--- src/rtl/assert_macros.svh ---
// assertion macros used by the rtl (included only by kfi_core)
`ifndef ASSERT_MACROS_SVH
`define ASSERT_MACROS_SVH

// same-cycle implication
`define KFI_ASSERT_IMP(label, clk, rst, ante, cons) \
  label: assert property (@(posedge clk) disable iff (rst) (ante) |-> (cons)) \
    else $error("kfi check failed");

// next-cycle implication
`define KFI_ASSERT_NXT(label, clk, rst, ante, cons) \
  label: assert property (@(posedge clk) disable iff (rst) (ante) |=> (cons)) \
    else $error("kfi check failed");

`endif

--- src/rtl/kfi_pkg.sv ---
// package with types, widths and codes of the keyframe segment interpolator
package kfi_pkg;

  localparam int NEWTON_STEPS_DEF = 8;
  localparam int BISECT_STEPS_DEF = 16;

  localparam int ONE_Q16 = 65536;

  localparam int VAL_W   = 32;
  localparam int FRAME_W = 24;
  localparam int FRAC_W  = 17;
  localparam int CO_W    = 40;
  localparam int CX_W    = 22;
  localparam int MB_W    = 18;
  localparam int PROD_W  = CO_W + MB_W;
  localparam int EW      = 22;
  localparam int DNUM_W  = 38;
  localparam int DDEN_W  = 25;

  localparam logic [1:0] MODE_HOLD   = 2'd0;
  localparam logic [1:0] MODE_LINEAR = 2'd1;
  localparam logic [1:0] MODE_BEZIER = 2'd2;

  typedef struct packed {
    logic [1:0]               mode;
    logic [FRAME_W-1:0]       prev_frame;
    logic [FRAME_W-1:0]       next_frame;
    logic signed [VAL_W-1:0]  prev_value;
    logic signed [VAL_W-1:0]  next_value;
    logic signed [VAL_W-1:0]  out_dx;
    logic signed [VAL_W-1:0]  out_dy;
    logic signed [VAL_W-1:0]  in_dx;
    logic signed [VAL_W-1:0]  in_dy;
    logic [FRAC_W-1:0]        t_frac;
  } kfi_item_t;

endpackage

--- src/rtl/kfi_div.sv ---
// radix-2 restoring signed divider, truncating quotient, one bit per cycle
module kfi_div
  import kfi_pkg::*;
#(
  parameter int NUM_W = DNUM_W,
  parameter int DEN_W = DDEN_W
) (
  input  logic                    clk,
  input  logic                    rst,
  input  logic                    start,
  input  logic signed [NUM_W-1:0] num,
  input  logic signed [DEN_W-1:0] den,
  output logic                    done,
  output logic signed [NUM_W-1:0] quo
);

  localparam int CW = $clog2(NUM_W);

  logic             busy;
  logic [CW-1:0]    cnt;
  logic             neg;
  logic [NUM_W-1:0] nq;
  logic [DEN_W-1:0] dmag;
  logic [DEN_W-1:0] rem;

  logic [DEN_W:0]   rem_sh;
  logic [DEN_W:0]   rem_dif;
  logic             ge;
  logic [DEN_W-1:0] rem_next;
  logic [NUM_W-1:0] nq_next;

  assign rem_sh   = {rem, nq[NUM_W-1]};
  assign rem_dif  = rem_sh - {1'b0, dmag};
  assign ge       = rem_sh >= {1'b0, dmag};
  assign rem_next = ge ? rem_dif[DEN_W-1:0] : rem_sh[DEN_W-1:0];
  assign nq_next  = {nq[NUM_W-2:0], ge};

  always_ff @(posedge clk) begin
    if (rst) begin
      busy <= 1'b0;
      done <= 1'b0;
      cnt  <= '0;
    end else begin
      done <= 1'b0;
      if (busy) begin
        nq  <= nq_next;
        rem <= rem_next;
        cnt <= cnt + 1'b1;
        if (cnt == CW'(NUM_W - 1)) begin
          busy <= 1'b0;
          done <= 1'b1;
          quo  <= neg ? -signed'(nq_next) : signed'(nq_next);
        end
      end else if (start) begin
        busy <= 1'b1;
        cnt  <= '0;
        rem  <= '0;
        neg  <= num[NUM_W-1] ^ den[DEN_W-1];
        nq   <= num[NUM_W-1] ? NUM_W'(-num) : NUM_W'(num);
        dmag <= den[DEN_W-1] ? DEN_W'(-den) : DEN_W'(den);
      end
    end
  end

endmodule

--- src/rtl/kfi_core.sv ---
// sequencer with one shared multiplier and the divider: hold, linear and bezier solve
`include "assert_macros.svh"
module kfi_core
  import kfi_pkg::*;
#(
  parameter int NEWTON_STEPS = NEWTON_STEPS_DEF,
  parameter int BISECT_STEPS = BISECT_STEPS_DEF
) (
  input  logic                    clk,
  input  logic                    rst,
  input  logic                    start,
  input  kfi_item_t               item,
  output logic                    idle,
  output logic                    res_valid,
  output logic signed [VAL_W-1:0] res_value,
  input  logic                    res_ack
);

  localparam int MAXS = (NEWTON_STEPS > BISECT_STEPS) ? NEWTON_STEPS : BISECT_STEPS;
  localparam int K_W  = $clog2(MAXS + 1);

  localparam logic [3:0] ST_IDLE  = 4'd0;
  localparam logic [3:0] ST_SETUP = 4'd1;
  localparam logic [3:0] ST_LIN   = 4'd2;
  localparam logic [3:0] ST_LINF  = 4'd3;
  localparam logic [3:0] ST_DIV1  = 4'd4;
  localparam logic [3:0] ST_DIV2  = 4'd5;
  localparam logic [3:0] ST_COEF1 = 4'd6;
  localparam logic [3:0] ST_COEF2 = 4'd7;
  localparam logic [3:0] ST_M1    = 4'd8;
  localparam logic [3:0] ST_M2    = 4'd9;
  localparam logic [3:0] ST_M3    = 4'd10;
  localparam logic [3:0] ST_M4    = 4'd11;
  localparam logic [3:0] ST_NDIV  = 4'd12;
  localparam logic [3:0] ST_DONE  = 4'd13;

  localparam logic [1:0] POLY_X  = 2'd0;
  localparam logic [1:0] POLY_DX = 2'd1;
  localparam logic [1:0] POLY_Y  = 2'd2;

  localparam logic signed [CO_W+1:0] VMAX = (CO_W+2)'(2147483647);
  localparam logic signed [CO_W+1:0] VMIN = -VMAX - 1;
  localparam logic signed [CX_W-1:0] ONE_CX = CX_W'(ONE_Q16);

  logic [3:0]               st;
  logic [1:0]               poly;
  logic                     bis;
  logic [K_W-1:0]           k;
  logic [1:0]               mode;
  logic [FRAC_W-1:0]        t;
  logic [FRAC_W-1:0]        u;
  logic [FRAC_W-1:0]        lo;
  logic [FRAC_W-1:0]        hi;
  logic signed [VAL_W-1:0]  v0;
  logic signed [VAL_W-1:0]  v1;
  logic signed [VAL_W-1:0]  odx;
  logic signed [VAL_W-1:0]  ody;
  logic signed [VAL_W-1:0]  idx;
  logic signed [VAL_W-1:0]  idy;
  logic signed [DDEN_W-1:0] dur;
  logic [FRAC_W-1:0]        p1x;
  logic [FRAC_W-1:0]        p2x;
  logic signed [CX_W-1:0]   ax;
  logic signed [CX_W-1:0]   bx;
  logic signed [CX_W-1:0]   cx;
  logic signed [CO_W-1:0]   ay;
  logic signed [CO_W-1:0]   by;
  logic signed [CO_W-1:0]   cy;
  logic signed [EW-1:0]     e;
  logic signed [PROD_W-1:0] prod;
  logic signed [VAL_W-1:0]  res;

  logic signed [CO_W-1:0]   mul_a;
  logic signed [MB_W-1:0]   mul_b;
  logic signed [PROD_W-1:0] mul_p;
  logic signed [PROD_W-1:0] prod_sh;
  logic signed [CO_W-1:0]   prod_lo;
  logic signed [CO_W-1:0]   a_term;
  logic signed [CO_W-1:0]   b_term;
  logic signed [CO_W-1:0]   c_term;
  logic signed [CO_W-1:0]   m3_val;
  logic signed [CO_W-1:0]   t_s;
  logic signed [CO_W-1:0]   ex;
  logic                     ex_small;
  logic                     dv_small;
  logic                     t_gt;
  logic [FRAC_W-1:0]        lo_n;
  logic [FRAC_W-1:0]        hi_n;
  logic [FRAC_W:0]          mid_sum;
  logic signed [CO_W+1:0]   y_val;
  logic signed [PROD_W-1:0] lin_sh;
  logic signed [CO_W+1:0]   lin_val;
  logic signed [CX_W-1:0]   p1s;
  logic signed [CX_W-1:0]   p2s;
  logic signed [DNUM_W-1:0] e_num;
  logic signed [DNUM_W+1:0] u_dif;

  logic                     div_start;
  logic signed [DNUM_W-1:0] div_num;
  logic signed [DDEN_W-1:0] div_den;
  logic                     div_done;
  logic signed [DNUM_W-1:0] div_quo;

  function automatic logic [FRAC_W-1:0] clamp_unit(input logic signed [DNUM_W+1:0] v);
    if (v < 0) begin
      return '0;
    end else if (v > (DNUM_W+2)'(ONE_Q16)) begin
      return FRAC_W'(ONE_Q16);
    end else begin
      return v[FRAC_W-1:0];
    end
  endfunction

  function automatic logic signed [VAL_W-1:0] sat_val(input logic signed [CO_W+1:0] v);
    if (v > VMAX) begin
      return VAL_W'(VMAX);
    end else if (v < VMIN) begin
      return VAL_W'(VMIN);
    end else begin
      return v[VAL_W-1:0];
    end
  endfunction

  kfi_div #(
    .NUM_W(DNUM_W),
    .DEN_W(DDEN_W)
  ) u_div (
    .clk  (clk),
    .rst  (rst),
    .start(div_start),
    .num  (div_num),
    .den  (div_den),
    .done (div_done),
    .quo  (div_quo)
  );

  assign prod_sh = prod >>> 16;
  assign prod_lo = signed'(prod_sh[CO_W-1:0]);
  assign t_s     = signed'(CO_W'(t));
  assign p1s     = signed'(CX_W'(p1x));
  assign p2s     = signed'(CX_W'(p2x));

  always_comb begin
    case (poly)
      POLY_X: begin
        a_term = CO_W'(ax);
        b_term = CO_W'(bx);
        c_term = CO_W'(cx);
      end
      POLY_DX: begin
        a_term = CO_W'(CO_W'(ax) * 3);
        b_term = CO_W'(CO_W'(bx) * 2);
        c_term = CO_W'(cx);
      end
      default: begin
        a_term = ay;
        b_term = by;
        c_term = cy;
      end
    endcase
  end

  assign m3_val = prod_lo + c_term;

  always_comb begin
    mul_b = signed'(MB_W'(u));
    case (st)
      ST_LIN: begin
        mul_a = CO_W'(v1) - CO_W'(v0);
        mul_b = signed'(MB_W'(t));
      end
      ST_M1:   mul_a = a_term;
      ST_M2:   mul_a = prod_lo + b_term;
      ST_M3:   mul_a = m3_val;
      default: mul_a = '0;
    endcase
  end

  assign mul_p = mul_a * mul_b;

  assign ex       = prod_lo - t_s;
  assign ex_small = (ex >= -1) && (ex <= 1);
  assign dv_small = (m3_val >= -1) && (m3_val <= 1);
  assign t_gt     = t_s > prod_lo;
  assign lo_n     = t_gt ? u : lo;
  assign hi_n     = t_gt ? hi : u;
  assign mid_sum  = {1'b0, lo_n} + {1'b0, hi_n};
  assign y_val    = (CO_W+2)'(signed'(prod_sh[CO_W:0])) + (CO_W+2)'(v0);
  assign lin_sh   = (prod + PROD_W'(32768)) >>> 16;
  assign lin_val  = (CO_W+2)'(signed'(lin_sh[CO_W:0])) + (CO_W+2)'(v0);
  assign e_num    = DNUM_W'(e) <<< 16;
  assign u_dif    = (DNUM_W+2)'(signed'({1'b0, u})) - (DNUM_W+2)'(div_quo);

  always_comb begin
    div_start = 1'b0;
    div_num   = DNUM_W'(odx);
    div_den   = dur;
    case (st)
      ST_SETUP: div_start = (mode == MODE_BEZIER) && (dur > 0);
      ST_DIV1: begin
        div_start = div_done;
        div_num   = DNUM_W'(idx);
      end
      ST_M3: begin
        div_start = (poly == POLY_DX) && !dv_small;
        div_num   = e_num;
        div_den   = DDEN_W'(m3_val);
      end
      default: div_start = 1'b0;
    endcase
  end

  always_ff @(posedge clk) begin
    prod <= mul_p;
  end

  always_ff @(posedge clk) begin
    if (rst) begin
      st   <= ST_IDLE;
      poly <= POLY_X;
      bis  <= 1'b0;
      k    <= '0;
    end else begin
      case (st)
        ST_IDLE: begin
          if (start) begin
            mode <= item.mode;
            t    <= item.t_frac;
            v0   <= item.prev_value;
            v1   <= item.next_value;
            odx  <= item.out_dx;
            ody  <= item.out_dy;
            idx  <= item.in_dx;
            idy  <= item.in_dy;
            dur  <= signed'(DDEN_W'(item.next_frame)) - signed'(DDEN_W'(item.prev_frame));
            st   <= ST_SETUP;
          end
        end
        ST_SETUP: begin
          case (mode)
            MODE_HOLD: begin
              res <= v0;
              st  <= ST_DONE;
            end
            MODE_BEZIER: begin
              if (dur > 0) begin
                st <= ST_DIV1;
              end else begin
                res <= v1;
                st  <= ST_DONE;
              end
            end
            default: st <= ST_LIN;
          endcase
        end
        ST_LIN:  st <= ST_LINF;
        ST_LINF: begin
          res <= sat_val(lin_val);
          st  <= ST_DONE;
        end
        ST_DIV1: begin
          if (div_done) begin
            p1x <= clamp_unit((DNUM_W+2)'(div_quo));
            st  <= ST_DIV2;
          end
        end
        ST_DIV2: begin
          if (div_done) begin
            p2x <= clamp_unit((DNUM_W+2)'(div_quo) + (DNUM_W+2)'(ONE_Q16));
            st  <= ST_COEF1;
          end
        end
        ST_COEF1: begin
          cx <= CX_W'(p1s * 3);
          bx <= CX_W'((p2s - p1s) * 3 - p1s * 3);
          cy <= CO_W'(CO_W'(ody) * 3);
          by <= CO_W'((CO_W'(v1) + CO_W'(idy) - CO_W'(v0) - CO_W'(ody) * 2) * 3);
          st <= ST_COEF2;
        end
        ST_COEF2: begin
          ax   <= ONE_CX - cx - bx;
          ay   <= CO_W'(v1) - CO_W'(v0) - cy - by;
          u    <= t;
          k    <= '0;
          bis  <= 1'b0;
          poly <= POLY_X;
          st   <= ST_M1;
        end
        ST_M1: st <= ST_M2;
        ST_M2: st <= ST_M3;
        ST_M3: begin
          if (poly == POLY_DX) begin
            if (dv_small) begin
              lo   <= '0;
              hi   <= FRAC_W'(ONE_Q16);
              u    <= t;
              k    <= '0;
              bis  <= 1'b1;
              poly <= POLY_X;
              st   <= ST_M1;
            end else begin
              st <= ST_NDIV;
            end
          end else begin
            st <= ST_M4;
          end
        end
        ST_M4: begin
          if (poly == POLY_Y) begin
            res <= sat_val(y_val);
            st  <= ST_DONE;
          end else begin
            st <= ST_M1;
            if (ex_small) begin
              poly <= POLY_Y;
            end else if (!bis) begin
              e    <= ex[EW-1:0];
              poly <= POLY_DX;
            end else begin
              lo <= lo_n;
              hi <= hi_n;
              u  <= mid_sum[FRAC_W:1];
              k  <= k + 1'b1;
              if (k == K_W'(BISECT_STEPS - 1)) begin
                poly <= POLY_Y;
              end
            end
          end
        end
        ST_NDIV: begin
          if (div_done) begin
            st <= ST_M1;
            if (k == K_W'(NEWTON_STEPS - 1)) begin
              lo   <= '0;
              hi   <= FRAC_W'(ONE_Q16);
              u    <= t;
              k    <= '0;
              bis  <= 1'b1;
              poly <= POLY_X;
            end else begin
              u    <= clamp_unit(u_dif);
              k    <= k + 1'b1;
              poly <= POLY_X;
            end
          end
        end
        ST_DONE: begin
          if (res_ack) begin
            st <= ST_IDLE;
          end
        end
        default: st <= ST_IDLE;
      endcase
    end
  end

  assign idle      = (st == ST_IDLE);
  assign res_valid = (st == ST_DONE);
  assign res_value = res;

  `KFI_ASSERT_IMP(a_u_range, clk, rst, st == ST_M1, u <= FRAC_W'(ONE_Q16))
  `KFI_ASSERT_IMP(a_bracket, clk, rst, (st == ST_M1) && bis, (lo <= u) && (u <= hi))
  `KFI_ASSERT_NXT(a_done_hold, clk, rst, (st == ST_DONE) && !res_ack, st == ST_DONE)

endmodule

--- src/rtl/keyframe_segment_interpolator_top.sv ---
// Keyframe segment interpolator: one input beat gives one result beat. Bezier with
// a positive frame span first runs two radix-2 divisions for the x control points,
// then each Newton step evaluates x and x' on the one shared multiplier and then a
// radix-2 division, each bisection step evaluates x, and a final y evaluation gives
// the value; hold and a span that is not positive give a key value directly. The
// next input beat is taken once the sequencer is back at rest; a finished result
// waits in the output register without holding up the sequencer beyond its own
// hand-off.
module keyframe_segment_interpolator_top
  import kfi_pkg::*;
#(
  parameter int NEWTON_STEPS = NEWTON_STEPS_DEF,
  parameter int BISECT_STEPS = BISECT_STEPS_DEF
) (
  input  logic                     clk,
  input  logic                     rst,
  input  logic                     in_valid,
  output logic                     in_stall,
  input  logic [1:0]               mode,
  input  logic [FRAME_W-1:0]       prev_frame,
  input  logic [FRAME_W-1:0]       next_frame,
  input  logic signed [VAL_W-1:0]  prev_value,
  input  logic signed [VAL_W-1:0]  next_value,
  input  logic signed [VAL_W-1:0]  out_dx,
  input  logic signed [VAL_W-1:0]  out_dy,
  input  logic signed [VAL_W-1:0]  in_dx,
  input  logic signed [VAL_W-1:0]  in_dy,
  input  logic [FRAC_W-1:0]        t_frac,
  output logic                     out_valid,
  input  logic                     out_stall,
  output logic signed [VAL_W-1:0]  result_value
);

  kfi_item_t               item;
  logic                    core_idle;
  logic                    res_valid;
  logic signed [VAL_W-1:0] res_value;
  logic                    res_ack;
  logic                    accept;

  // fraction above one saturates to one
  always_comb begin
    item.mode       = mode;
    item.prev_frame = prev_frame;
    item.next_frame = next_frame;
    item.prev_value = prev_value;
    item.next_value = next_value;
    item.out_dx     = out_dx;
    item.out_dy     = out_dy;
    item.in_dx      = in_dx;
    item.in_dy      = in_dy;
    item.t_frac     = (t_frac > FRAC_W'(ONE_Q16)) ? FRAC_W'(ONE_Q16) : t_frac;
  end

  assign in_stall = !core_idle;
  assign accept   = in_valid && !in_stall;
  assign res_ack  = res_valid && (!out_valid || !out_stall);

  kfi_core #(
    .NEWTON_STEPS(NEWTON_STEPS),
    .BISECT_STEPS(BISECT_STEPS)
  ) u_core (
    .clk      (clk),
    .rst      (rst),
    .start    (accept),
    .item     (item),
    .idle     (core_idle),
    .res_valid(res_valid),
    .res_value(res_value),
    .res_ack  (res_ack)
  );

  always_ff @(posedge clk) begin
    if (rst) begin
      out_valid <= 1'b0;
    end else if (res_ack) begin
      out_valid    <= 1'b1;
      result_value <= res_value;
    end else if (out_valid && !out_stall) begin
      out_valid <= 1'b0;
    end
  end

endmodule

--- config.mk ---
export PLATFORM = sky130hd
export DESIGN_NAME = keyframe_segment_interpolator_top
export DESIGN_NICKNAME = d
export VERILOG_FILES = /design/src/rtl/kfi_pkg.sv /design/src/rtl/kfi_div.sv /design/src/rtl/kfi_core.sv /design/src/rtl/keyframe_segment_interpolator_top.sv
export VERILOG_INCLUDE_DIRS = /design/src /design/src/rtl
export SDC_FILE = /design/constraint.sdc
export NUM_CORES = 2
export LEC_CHECK = 0
export ABC_AREA = 1
export BUFFER_PORTS_ARGS = -buffer_cell sky130_fd_sc_hd__buf_2
export CAP_MARGIN = 25
export CELL_PAD_IN_SITES_DETAIL_PLACEMENT = 1
export CELL_PAD_IN_SITES_GLOBAL_PLACEMENT = 1
export CORE_MARGIN = 3
export CORE_UTILIZATION = 30
export DETAILED_ROUTE_END_ITERATION = 12
export GPL_TIMING_DRIVEN = 0
export PLACE_DENSITY_LB_ADDON = 0.1
export SLEW_MARGIN = 15
export SYNTH_ARGS = -nofsm -noshare
export SYNTH_HDL_FRONTEND = slang
export SYNTH_HIERARCHICAL = 1
export SYNTH_SLANG_ARGS = --single-unit
export TNS_END_PERCENT = 100
--- constraint.sdc ---
create_clock -name clk -period 49.7 [get_ports clk]
set_clock_uncertainty 0.05 [all_clocks]
set_input_delay 2.485 -clock clk [delete_from_list [all_inputs] [get_ports clk]]
set_output_delay 2.485 -clock clk [all_outputs]
set_load 0.02 [all_outputs]
; ---- After elaboration in Yosys (flattened, before gate mapping)
; Index checks and enable logic that the tools add are counted.
[classes]
mux = 94
order_cmp = 18
add_sub_neg = 26
n_eq_ne = 34
n_mul = 6
n_reduce_logical = 42
bitwise_logic = 6
[ops]
columns = cell, n
row1 = two-way mux 17 bit, 28
row2 = two-way mux 32 bit, 6
row3 = one-hot mux 40 bit (2 select lines), 2
row4 = one-hot mux 40 bit (4 select lines), 1
row5 = two-way mux 38 bit, 4
row6 = one-hot mux 17 bit (3 select lines), 2
row7 = two-way mux 25 bit, 4
row8 = one-hot mux 32 bit (3 select lines), 1
row9 = adder 41 x 32 -> 42 bit, 2
row10 = greater-than comparator 42 x 32 -> 1 bit (second input constant), 2
row11 = less-than comparator 42 x 32 -> 1 bit (second input constant), 2
row12 = adder 40 bit, 2
row13 = greater-or-equal comparator 40 x 1 -> 1 bit (second input constant), 2
row14 = greater-than comparator 40 x 18 -> 1 bit (second input constant), 2
row15 = <= comparator 40 x 2 -> 1 bit (second input constant), 2
row16 = less-than comparator 40 x 1 -> 1 bit (second input constant), 2
row17 = subtractor 40 bit, 2
row18 = negator 38 bit, 2
row19 = one-hot mux 38 bit (2 select lines), 1
row20 = one-hot mux 17 bit (4 select lines), 1
row21 = one-hot mux 32 bit (2 select lines), 1
row22 = adder 57 x 17 -> 57 bit (second input constant), 1
row23 = multiplier 40 x 18 -> 57 bit, 1
row24 = one-hot mux 4 bit (14 select lines), 1
row25 = 71 further kinds, 152
[totals]
ff_bits = 798
in_bits = 263
output_inout_bits = 34
wordCells = 266

; ---- Depth between registers and ports, before layout
[depth]
depth_word = 11
mapped_depth = 50

; ---- By module
; Netlist, hierarchy kept.
[by_module_without_submodules]
columns = module, cells_per_inst, area_each_um2, n_inst
row1 = kfi_core, 11270, 84290.8, 1
row2 = kfi_div, 1221, 9406.5, 1
row3 = keyframe_segment_interpolator_top, 92, 1300.0, 1

; ---- Worst setup path after synthesis
; Ideal clock, no wire load.
[synth_path]
kind = input port to flip-flop
from = input rst
to = register u_core.dur[0], enable pin
arrival_ns = 25.021
path_buffers = 1
path_slack_ns = 23.219
required_ns = 48.240
path_stages = 2
path_cell_list = clkbuf_1 -> nor4_1
[synth_between]
elab_chain_len = 2
[synth_lines]
columns = item, line
row1 = from (decl), keyframe_segment_interpolator_top.sv:16  ; input logic rst,
row2 = inverter 1 bit (no source line), --
row3 = AND reduction 3 bit (no source line), --
row4 = to (signal assigned), kfi_core.sv:235  ; dur <= signed'(DDEN_W'(item.next_frame)) - signed'(DDEN_W'(item.prev_frame));
row5 = to (decl), kfi_core.sv:60  ; logic signed [DDEN_W-1:0] dur;
; Every way passes these cells.
; A chain may end at the register's enable or synchronous reset.

; ---- Worst setup path in the final report
[layout_path]
from = register u_core.poly[1]
to = register u_core.prod[50]
[layout_between]
elab_chain_len = 6
elab_cells_between_ends = 10
cone_classes = 2 x add/sub / 1 x mul / 1 x eq/ne / 4 x mux / 2 x reduce/logical
[layout_lines]
columns = item, line
row1 = from (decl), kfi_core.sv:46  ; logic [1:0] poly;
row2 = from (signal assigned), kfi_core.sv:220  ; poly <= POLY_X;
row3 = from (signal assigned), kfi_core.sv:286  ; poly <= POLY_X;
row4 = from (signal assigned), kfi_core.sv:299  ; poly <= POLY_X;
row5 = equality test 2 x 1 -> 1 bit or zero test 2 bit (tied branches), kfi_core.sv:144  ; case (poly)
row6 = OR reduction 2 bit (no source line), --
row7 = two-way mux 40 bit, kfi_core.sv:144
row8 = adder 40 bit, kfi_core.sv:163  ; assign m3_val = prod_lo + c_term;
row9 = one-hot mux 40 bit (4 select lines) *, kfi_core.sv:167  ; case (st)
row10 = multiplier 40 x 18 -> 57 bit *, kfi_core.sv:179  ; assign mul_p = mul_a * mul_b;
row11 = via u_core.mul_p[50], kfi_core.sv:75  ; logic signed [PROD_W-1:0] mul_p;
row12 = to (signal assigned), kfi_core.sv:214  ; prod <= mul_p;
row13 = to (decl), kfi_core.sv:70  ; logic signed [PROD_W-1:0] prod;
; Mark *: on every way through the listed nets, which the timed path passes. The rest lies on a longest branch.

==> results by group <==
Pwr
  – P_sw: 4070 µW
  – Pleak: 0.0515 µW
  – Comb pwr share: 74.8%
  – Clock power share: 9.6%
  – Pwr Total: 7250 µW
  – Design internal power: 3180 µW
  – Part of the power in registers: 15.5%
  – Sw frac: 56.1%
  – Pwr Density: 68.1 nW/µm²
  – Worst IR drop on VDD: 0.0000857 V

Routing
  – DR vias: 87.1k
  – Final wirelength: 447,000 µm
  – DRT antenna net count: 0
  – 1st-iter DRT viols: 5,423
  – DRC: 0
  – Mean number of vias per cell: 5.03
  – DRT Pass-1 Iters: 5
  – DR WL/cell: 25.8 µm

Synth
  – Main combinational cell family by area after synthesis: adder cells
  – Synth Area in Simple Gates: 22.4%
  – Compound-Gate Fraction of Synth Area: 11.5%
  – Post-Syn Nets: 14.4k
  – Synth Instances: 12.6k
  – Avg Synthesized Cell Area: 7.55 µm²
  – Syn Std Cell Area: 95,000 µm²
  – Sequential-to-total area share from yosys stat: 23.8%
  – Synth Register Bits: 773
  – YS warnings: 6
  – Yosys cell types: 81
  – XOR/XNOR Fraction of Synth Area: 4.95%
  – Mux share of post-synthesis cell area: 0%
  – Top_reg_cell synth: edfxtp_1
  – Number of flops mapped to enable cells by yosys: 710
  – Adder-cell share of the synthesized area: 26.6%
  – Async SR Flop Fraction: 0%

Cells and area
  – Post-layout util: 34.0%
  – # fillers: 38.6k
  – Multi-input gate area: 62,500 µm²
  – Layout cells sized above 1: 6.80%
  – Post-route design area: 107,000 µm²
  – Most frequent cells in the layout: nand2_1 (2,876), inv_1 (2,387), nor2_1 (1,242)
  – Most common cell after layout, fill and taps aside: nand2_1
  – Layout Nets: 14.9k
  – FF/Latch Area: 22,600 µm²
  – Layout Cells excl Fill: 17.3k
  – Layout area overhead: 12.2%

Worst setup path
  – Worst path max stage delay: 0.94 ns
  – Worst-path maximum fanout: 10
  – Most frequent CP cell: nand2_1
  – Crit path from: u_core/poly[1]
  – Crit path depth: 44
  – Reg2reg start: u_core/poly[1]
  – Critical path endpoint: u_core/prod[50]
  – WP data arrival: 14.68 ns
  – Delay-heaviest family, CP: adder cells
  – WS Path Type: flip-flop to flip-flop
  – Crit. End Element: flip-flop
  – Critical R2R Capture: u_core/prod[50]
  – Critical-path top delay cell: nor3_2
  – CP required: 50.35 ns
  – Worst setup SP type: flip-flop
  – R2R cell count: 44
  – Reg-to-reg slack, setup: 35.68 ns
  – CP bufs+invs: 10

STA
  – RSZ-0062 raised after global routing: no
  – Tmin final: 14.02 ns
  – Max-slew violations: 0
  – Achievable frequency: 71.3 MHz
  – Max-slew headroom: 20.4%
  – Final hold vios: 0
  – Final Cycle Share: 28.2%
  – Final setup TNS: 0 ns
  – Worst-Margin Slew: 1.19 ns
  – Setup-failing EPs final: 0

Die
  – # rows: 205
  – Die W: 569 µm
  – Overall die height: 569 µm
  – Initial Util: 30.3%
  – Die area: 323,000 µm²
  – Core Area: 313,000 µm²
  – Num ports: 297

Clock tree
  – Clk_lat worst skew: 0.76 ns
  – Clk pin slew, worst setup/hold paths: 0.06 ns
  – CTS tree: done
  – Clock sinks: 773
  – Postcts setup bufs: 0
  – CTS resizes: 0
  – Clock Root Buffer: clkbuf_16
  – H-tree level count: 3
  – Post-CTS Hold Fix Bufs: 0
  – CTS buffer count: 93
  – CTS max path bufs: 3

Global route
  – Gr ovfl total: 0
  – GRT Overall Usage: 27.2%
  – Largest net degree at the start of global routing: 32
  – Met2 usage: 46.5%
  – Gr busiest metal: met2
  – Vias in the first global route: 93.1k
  – Met3 usage: 2.35%
  – Initial antenna violation count: 34
  – Met1 GRT Util: 35.7%
  – First-pass GRT wire length: 644,000 µm

Place
  – DP Area: 103,000 µm²
  – Placed cells: 17.1k
  – RePlAce Congestion: 0.979
  – Detail Placement HPWL: 393,000 µm
  – Port-buffer cells: 295

Flow run
  – Max_cap viols: 0

Status
  – Status: complete, no violations

Worst hold path
  – HP Class: flip-flop to flip-flop
power groups by stage:
stage          Clock [µW]  Combinational (µW)  Sequential (µW)
2_1_floorplan           0                3610             1070
3_3_place_gp            0                5240             1230
3_5_place_dp            0                5370             1140
4_1_cts               725                5430             1120
5_1_grt               747                6080             1120
6_report              699                5430             1130
sequential cells by signal, indices dropped and copies added, names as in the netlist, 32 cells and up:
signal	flops
u_core/prod	42
u_core/ay	40
u_core/by	38
u_core/u_div/nq	38
u_core/u_div/quo	38
u_core/cy	35
result_value	32
u_core/idx	32
u_core/idy	32
u_core/odx	32
u_core/ody	32
u_core/res_value	32
u_core/v0	32
u_core/v1	32
kinds of logic (layout without fill, tap and decap cells):
kind of cell	count (synthesis)	in the layout
buffers and inverters	2667	3266
DFF	773	773
adders and majority gates	1563	1563
other	0	6
xor gates and xnor gates	533	533
and+or+nand+nor	5117	5117
AOI/OAI and AO/OA	1930	1930
final cells by class:
class	instances	area share, %
multi-input combinational	9143	58.6
sequential	773	21.2
inverter	2438	8.59
tap	4140	4.86
timing repair buffer	428	2.89
clock buffer	119	2.30
buffer	229	0.941
clock inverter	52	0.562
antenna	6	0.0141
Yosys cell counts (all sizes together), types with 36 or more instances:
master / instances / area [µm²]
a31oi: 94 / 588
nand4: 160 / 1010
nor4: 42 / 330
xor2: 357 / 3150
dfxtp: 63 / 1260
a21o: 50 / 375
inv: 2424 / 9100
xnor2: 176 / 1550
o21bai: 52 / 390
o211ai: 45 / 343
or2: 36 / 225
a211oi: 38 / 285
nand2: 2898 / 11000
a21boi: 40 / 304
fa: 767 / 15400
a21oi: 865 / 4410
nor2: 1292 / 4970
ha: 796 / 9960
clkbuf: 163 / 612
nor3: 134 / 825
edfxtp: 710 / 21300
o21ai: 583 / 2970
buf: 66 / 385
nand3: 505 / 2630
per-layer routing:
metal  vias to the layer above  share of wire [%]  wire length, µm
li1                      41347                  -                -
met1                     43617                 45           199000
met2                      1667                 48           213000
met3                       457                3.6            16100
met4                        18                4.2            18900
met5                         -              0.035              158
worst min-delay path by stage:
stage	from	to	depth (start not counted)
after floorplan	u_core/res_value[0]	result_value[0]	0
after detailed placement	u_core/res_value[1]	result_value[1]	0
after global routing	u_core/res_value[20]	result_value[20]	0
after CTS	u_core/res_value[20]	result_value[20]	0
after global placement	u_core/res_value[4]	result_value[4]	0
final	u_core/res_value[20]	result_value[20]	0
stage by stage:
stage | setup WS (ns) | hold WS (ns)
5_1_grt | 35.02 | 0.371
4_1_cts | 35.67 | 0.370
3_3_place_gp | 10.36 | 0.357
2_1_floorplan | 23.22 | 0.350
6_report | 35.68 | 0.367
3_5_place_dp | 35.76 | 0.355
No activity file was read; power rests on OpenSTA's default activity.
